## src/rtl/bsc_pkg.sv

```systemverilog
package bsc_pkg;

    // Configuration register indexes
    localparam logic [2:0] REG_AC1_AC2 = 3'd0;
    localparam logic [2:0] REG_AC3_AC4 = 3'd1;
    localparam logic [2:0] REG_AC5_AC6 = 3'd2;
    localparam logic [2:0] REG_B1_B2   = 3'd3;
    localparam logic [2:0] REG_MC_MD   = 3'd4;

    // Register reset values
    localparam logic [31:0] RST_AC1_AC2 = 32'h1F00FB00;
    localparam logic [31:0] RST_AC3_AC4 = 32'hC7008300;
    localparam logic [31:0] RST_AC5_AC6 = 32'h61005900;
    localparam logic [31:0] RST_B1_B2   = 32'h19000000;
    localparam logic [31:0] RST_MC_MD   = 32'hD1000B00;

    // Fault codes
    localparam logic [1:0] FAULT_OK  = 2'd0;
    localparam logic [1:0] FAULT_DIV = 2'd1;
    localparam logic [1:0] FAULT_SAT = 2'd2;

    // Divider defaults
    localparam int DIV_NW = 32;
    localparam int DIV_DW = 32;
    localparam int DIV_PW = 1;

    // Words carried alongside the temperature divider
    typedef struct packed {
        logic signed [31:0] x1;
        logic [15:0]        up;
        logic               qneg;
        logic               numneg;
        logic               dz;
    } tdiv_side_t;

    // Words carried alongside the pressure divider
    typedef struct packed {
        logic signed [15:0] t;
        logic               sat;
        logic               dz;
        logic               dbl;
        logic               bz;
    } pdiv_side_t;

endpackage

```

## src/rtl/bsc_div.sv

```systemverilog
module bsc_div import bsc_pkg::*; #(
    parameter int NW = DIV_NW,
    parameter int DW = DIV_DW,
    parameter int PW = DIV_PW
) (
    input  logic          clk,
    input  logic          rst_n,
    input  logic          en,
    input  logic          in_v,
    input  logic [NW-1:0] in_n,
    input  logic [DW-1:0] in_d,
    input  logic [PW-1:0] in_side,
    output logic          out_v,
    output logic [NW-1:0] out_q,
    output logic [PW-1:0] out_side
);

    // One quotient bit per stage, restoring
    logic          v_reg    [NW];
    logic [NW-1:0] n_reg    [NW];
    logic [DW-1:0] r_reg    [NW];
    logic [DW-1:0] d_reg    [NW];
    logic [PW-1:0] side_reg [NW];

    genvar k;
    generate
        for (k = 0; k < NW; k++)
        begin : g_stage
            logic          v_src;
            logic [NW-1:0] n_src;
            logic [DW-1:0] r_src;
            logic [DW-1:0] d_src;
            logic [PW-1:0] side_src;
            logic [DW:0]   trial;
            logic          ge;
            logic [DW-1:0] r_next;
            logic [NW-1:0] n_next;

            if (k == 0)
            begin : g_first
                assign v_src    = in_v;
                assign n_src    = in_n;
                assign r_src    = '0;
                assign d_src    = in_d;
                assign side_src = in_side;
            end
            else
            begin : g_rest
                assign v_src    = v_reg[k-1];
                assign n_src    = n_reg[k-1];
                assign r_src    = r_reg[k-1];
                assign d_src    = d_reg[k-1];
                assign side_src = side_reg[k-1];
            end

            // Shift in the next dividend bit and try the subtraction
            always_comb
            begin
                trial  = {r_src, n_src[NW-1]};
                ge     = (trial >= {1'b0, d_src});
                r_next = ge ? DW'(trial - {1'b0, d_src}) : trial[DW-1:0];
                n_next = {n_src[NW-2:0], ge};
            end

            // Advance the stage
            always_ff @(posedge clk or negedge rst_n)
            begin
                if (!rst_n)
                begin
                    v_reg[k] <= 1'b0;
                end
                else if (en)
                begin
                    v_reg[k] <= v_src;
                end
            end

            always_ff @(posedge clk)
            begin
                if (en)
                begin
                    n_reg[k]    <= n_next;
                    r_reg[k]    <= r_next;
                    d_reg[k]    <= d_src;
                    side_reg[k] <= side_src;
                end
            end
        end
    endgenerate

    assign out_v    = v_reg[NW-1];
    assign out_q    = n_reg[NW-1];
    assign out_side = side_reg[NW-1];

endmodule

```

## config.mk

```make
export PLATFORM = sky130hd
export DESIGN_NAME = bsc_div
export DESIGN_NICKNAME = d
export VERILOG_FILES = /design/src/rtl/bsc_pkg.sv /design/src/rtl/bsc_div.sv
export SDC_FILE = /design/constraint.sdc
export NUM_CORES = 2
export LEC_CHECK = 0
export BUFFER_PORTS_ARGS = -buffer_cell sky130_fd_sc_hd__buf_2
export CORE_ASPECT_RATIO = 1.1
export CORE_MARGIN = 2
export CORE_UTILIZATION = 25
export DETAILED_ROUTE_END_ITERATION = 8
export PLACE_DENSITY = 0.47
export SYNTH_ARGS = -nofsm -noshare
export SYNTH_HDL_FRONTEND = slang
export SYNTH_SLANG_ARGS = --single-unit
```

## constraint.sdc

```tcl
create_clock -name clk -period 4.5 [get_ports clk]
set_input_delay 0.225 -clock clk [delete_from_list [all_inputs] [get_ports clk]]
set_output_delay 0.225 -clock clk [all_outputs]
set_load 0.01 [all_outputs]
```

==> impl_metrics.yaml <==
cells_and_area:
  fin_nets: 14400
  drive_gt1_share_pct: 10.5
  seqCellArea_um2: 92100
  num-fill-cells: 63500
  postLayoutCellArea_um2: 182000
  largest_reg_flops: 1024
  multi_input_area_um2: 58200
  area_growth_pct: 16.7
global_route:
  grt_start_max_net_pins: 136
  gr-total-overflow: 0
  grt_pass1_wl_um: 580000
  antenna_found_initial: 16
  grt_usage_pct: 11.7
  grt_pass1_vias: 97500
sta:
  setup_slack_ps: 230
  rsz0062_at_grt: "no"
  drv_slew: 0
  tightestPinTransition_ps: 1170
  clock_skew_ps: 64.8
  slew-limit-headroom_pct: 21.9
  min_period_ps: 4270
  period_share_pct: 94.9
  fmax_ghz: 0.234
  setup-violations-final: 0
  finalHoldViolations: 0
die:
  die_area_um2: 630000
  pin_count: 103
  chipHeight_um: 832
  coreArea_um2: 622000
  initial_core_util_pct: 25.1
  fp-row-count: 304
  die_w_um: 757
yosys:
  ys_ff_latch: 3072
  ys.warnings.count: 0
  ys.flop_type: "edfxtp_1"
  syn_area_um2: 156000
  synth_cells: 12700
  synth_area_leader_cell: "edfxtp_1"
  yosysUniqueCellTypes: 93
  ys_top_cells_by_area: "edfxtp_1 (59%), ha_1 (8.0%), mux2_2 (3.1%), inv_1 (3.0%), a21oi_1 (2.9%)"
  synth-async-reset-ratio_pct: 1.04
  syn-num-nets: 13800
  synth-edff-count: 3040
  yosys.area.top_type_share_pct: 58.5
  syn-mean-instance-area_um2: 12.3
  synth_seq_area_share_pct: 59.0
status:
  run_status: "completed"
clock_network:
  cts-buffers-inserted: 367
  cts.sinks: 3072
  cts_max_level: 5
  cts_tree: "built"
  cts_resized: 0
  path_clk_slew_ps: 60
  clockBufferDepth: 4
  clkLatencyLatePin_ps: 990
  cts-root-buf: "clkbuf_16"
drt:
  via_per_inst: 4.41
  routedWlPerCell_um: 17.4
  drt-pass1-iter-count: 6
  vias: 96400
  drtAntennaViolNets: 0
  drc: 0
  wirelength_um: 380000
  drtIter0Drc: 5876
power:
  internal_power_uw: 82400
  ir_drop_v: 0.000346
  clkPwrFrac_pct: 23.0
  seq_power_share_pct: 35.3
  p_leak_uw: 0.0712
  p_comb_share_pct: 41.7
  p_sw_uw: 47000
  power_density_nw_per_um2: 711
  sw_frac_of_total_pct: 36.3
critical_path:
  critPathLaunchType: "flop"
  path_max_fanout: 16
  cp.arrival_ps: 4950
  required_ps: 5180
  end_kind: "flop"
  critical_path_class: "reg -> reg"
hold_path:
  min_path_type: "in -> reg"
placement:
  globalplace.congestion: 0.858
  dp_slack_ps: 222
  hpwl_um: 285000
  port_buffers: 102
  place_area_um2: 169000
flow_run:
  maxCapViolCount: 0
[final cells by class]
type                       count  share of cell area, %
timing repair buffer         504                   2.56
sequential                  3072                   50.6
tap                         8262                   5.68
clock inverter               217                   1.29
clock buffer                 445                   5.31
inverter                    1255                   2.59
multi-input combinational   8074                   32.0
antenna                       23                 0.0316
[placed cells by master (no fill, tap or decap), types with 63 or more instances in the layout]
cell,n
buf_2,101
nand4_1,173
a21oi_1,898
nand2b_1,131
mux2_2,427
dlygate4sd3_1,132
clkbuf_1,68
inv_1,1253
a21o_1,570
o21ai_0,808
a211oi_1,79
a31oi_1,119
and3_1,94
o21a_1,120
nand2_1,870
nor2b_1,138
o31ai_1,75
clkbuf_16,375
nor3_1,136
xnor2_1,466
nor2_1,533
edfxtp_1,3040
ha_1,994
buf_4,205
o21bai_1,112
clkinv_2,64
nand3_1,203
xor2_1,338
buf_12,63
[stage by stage]
step           TNS, ps  util [%]  hold slack, ps  power (uW)  instances
2_1_floorplan        0         -           -70.6       83500      12700
3_3_place_gp     -2440      27.1             310       99900      21000
3_5_place_dp         0      27.1             318       99900      21000
4_1_cts              0      29.2            5.68      131000      21800
5_1_grt              0      29.3            53.8      139000      21800
6_report             0      29.3             106      129000      21900
[metal layers]
layer | share of wire (%) | up-vias | GRT usage, %
met1 | 42 | 45800 | 13.8
met3 | 3.4 | 694 | 1.60
met5 | 0 | - | 0
met4 | 5.3 | 0 | 5.50
li1 | - | 48200 | -
met2 | 49 | 1642 | 20.9
[cell usage after synthesis, types with 47 or more instances]
cell / instances
o21a_1: 120
inv_1: 1253
nand3_1: 203
mux2i_1: 47
ha_1: 994
or3_1: 51
a211oi_1: 79
o21bai_1: 112
a21oi_1: 902
xnor2_1: 466
xor2_1: 338
nor4_1: 48
nand2b_1: 131
a21boi_0: 52
nand2_1: 870
a21o_1: 571
o31ai_1: 75
edfxtp_1: 3040
nand4_1: 173
and3_1: 95
a31oi_1: 120
nor3_1: 136
mux2_2: 427
clkbuf_1: 272
nor2_1: 534
nor2b_1: 138
o21ai_0: 812
[critical path, stage by stage (launching register included)]
cell and delay [ps]:
edfxtp_1 480, inv_1 70, ha_1 280, nor2b_1 140, o211ai_1 230, a31oi_1 210, a211o_1 360, o311a_1 340
or2_2 310, o41ai_2 510, o41ai_4 140, buf_4 260, a21oi_1 590
[power by group through the flow]
| stage | Sequential [uW] | Combinational (uW) | Clock [uW] |
|---|---|---|---|
| final | 45700 | 53900 | 29800 |
| after global routing | 46300 | 60300 | 32100 |
| after CTS | 45800 | 54100 | 31100 |
| after detailed placement | 46300 | 53600 | 0 |
| after global placement | 46500 | 53400 | 0 |
| after floorplan | 43400 | 40100 | 0 |
[path summary, 6_finish.rpt]
| check | start | endpoint | slack, ps | cells after the start |
|---|---|---|---|---|
| worst max-delay path | d_reg[0][481] | r_reg[1][5] | 230 | 12 |
| worst min-delay path | in_n[9] | n_reg[0][10] | 110 | 2 |
| worst max register to register | d_reg[0][481] | r_reg[1][5] | 230 | 12 |
| worst min register to register | n_reg[0][8] | n_reg[0][41] | 400 | 0 |
| max in group asynchronous | rst_n | g_stage[31].v_src | 4020 | 4 |
| min in group asynchronous | rst_n | g_stage[13].v_src | 320 | 4 |
[cell families after synthesis]
| logic type | after synthesis | share of synthesized area (%) |
|---|---|---|
| compound gates | 3245 | 13.2 |
| xor+xnor | 804 | 4.51 |
| fa+ha+maj | 1024 | 8.36 |
| buf+inv | 1578 | 3.83 |
| flops | 3072 | 59.0 |
| mux | 474 | 3.38 |
| simple gates | 2527 | 7.72 |
[repair_timing]
item,CTS,global route
buffers inserted,0,0
hold buffers,133,0
hold endpoints to repair,169,0
(Power assumes the default switching activity.)
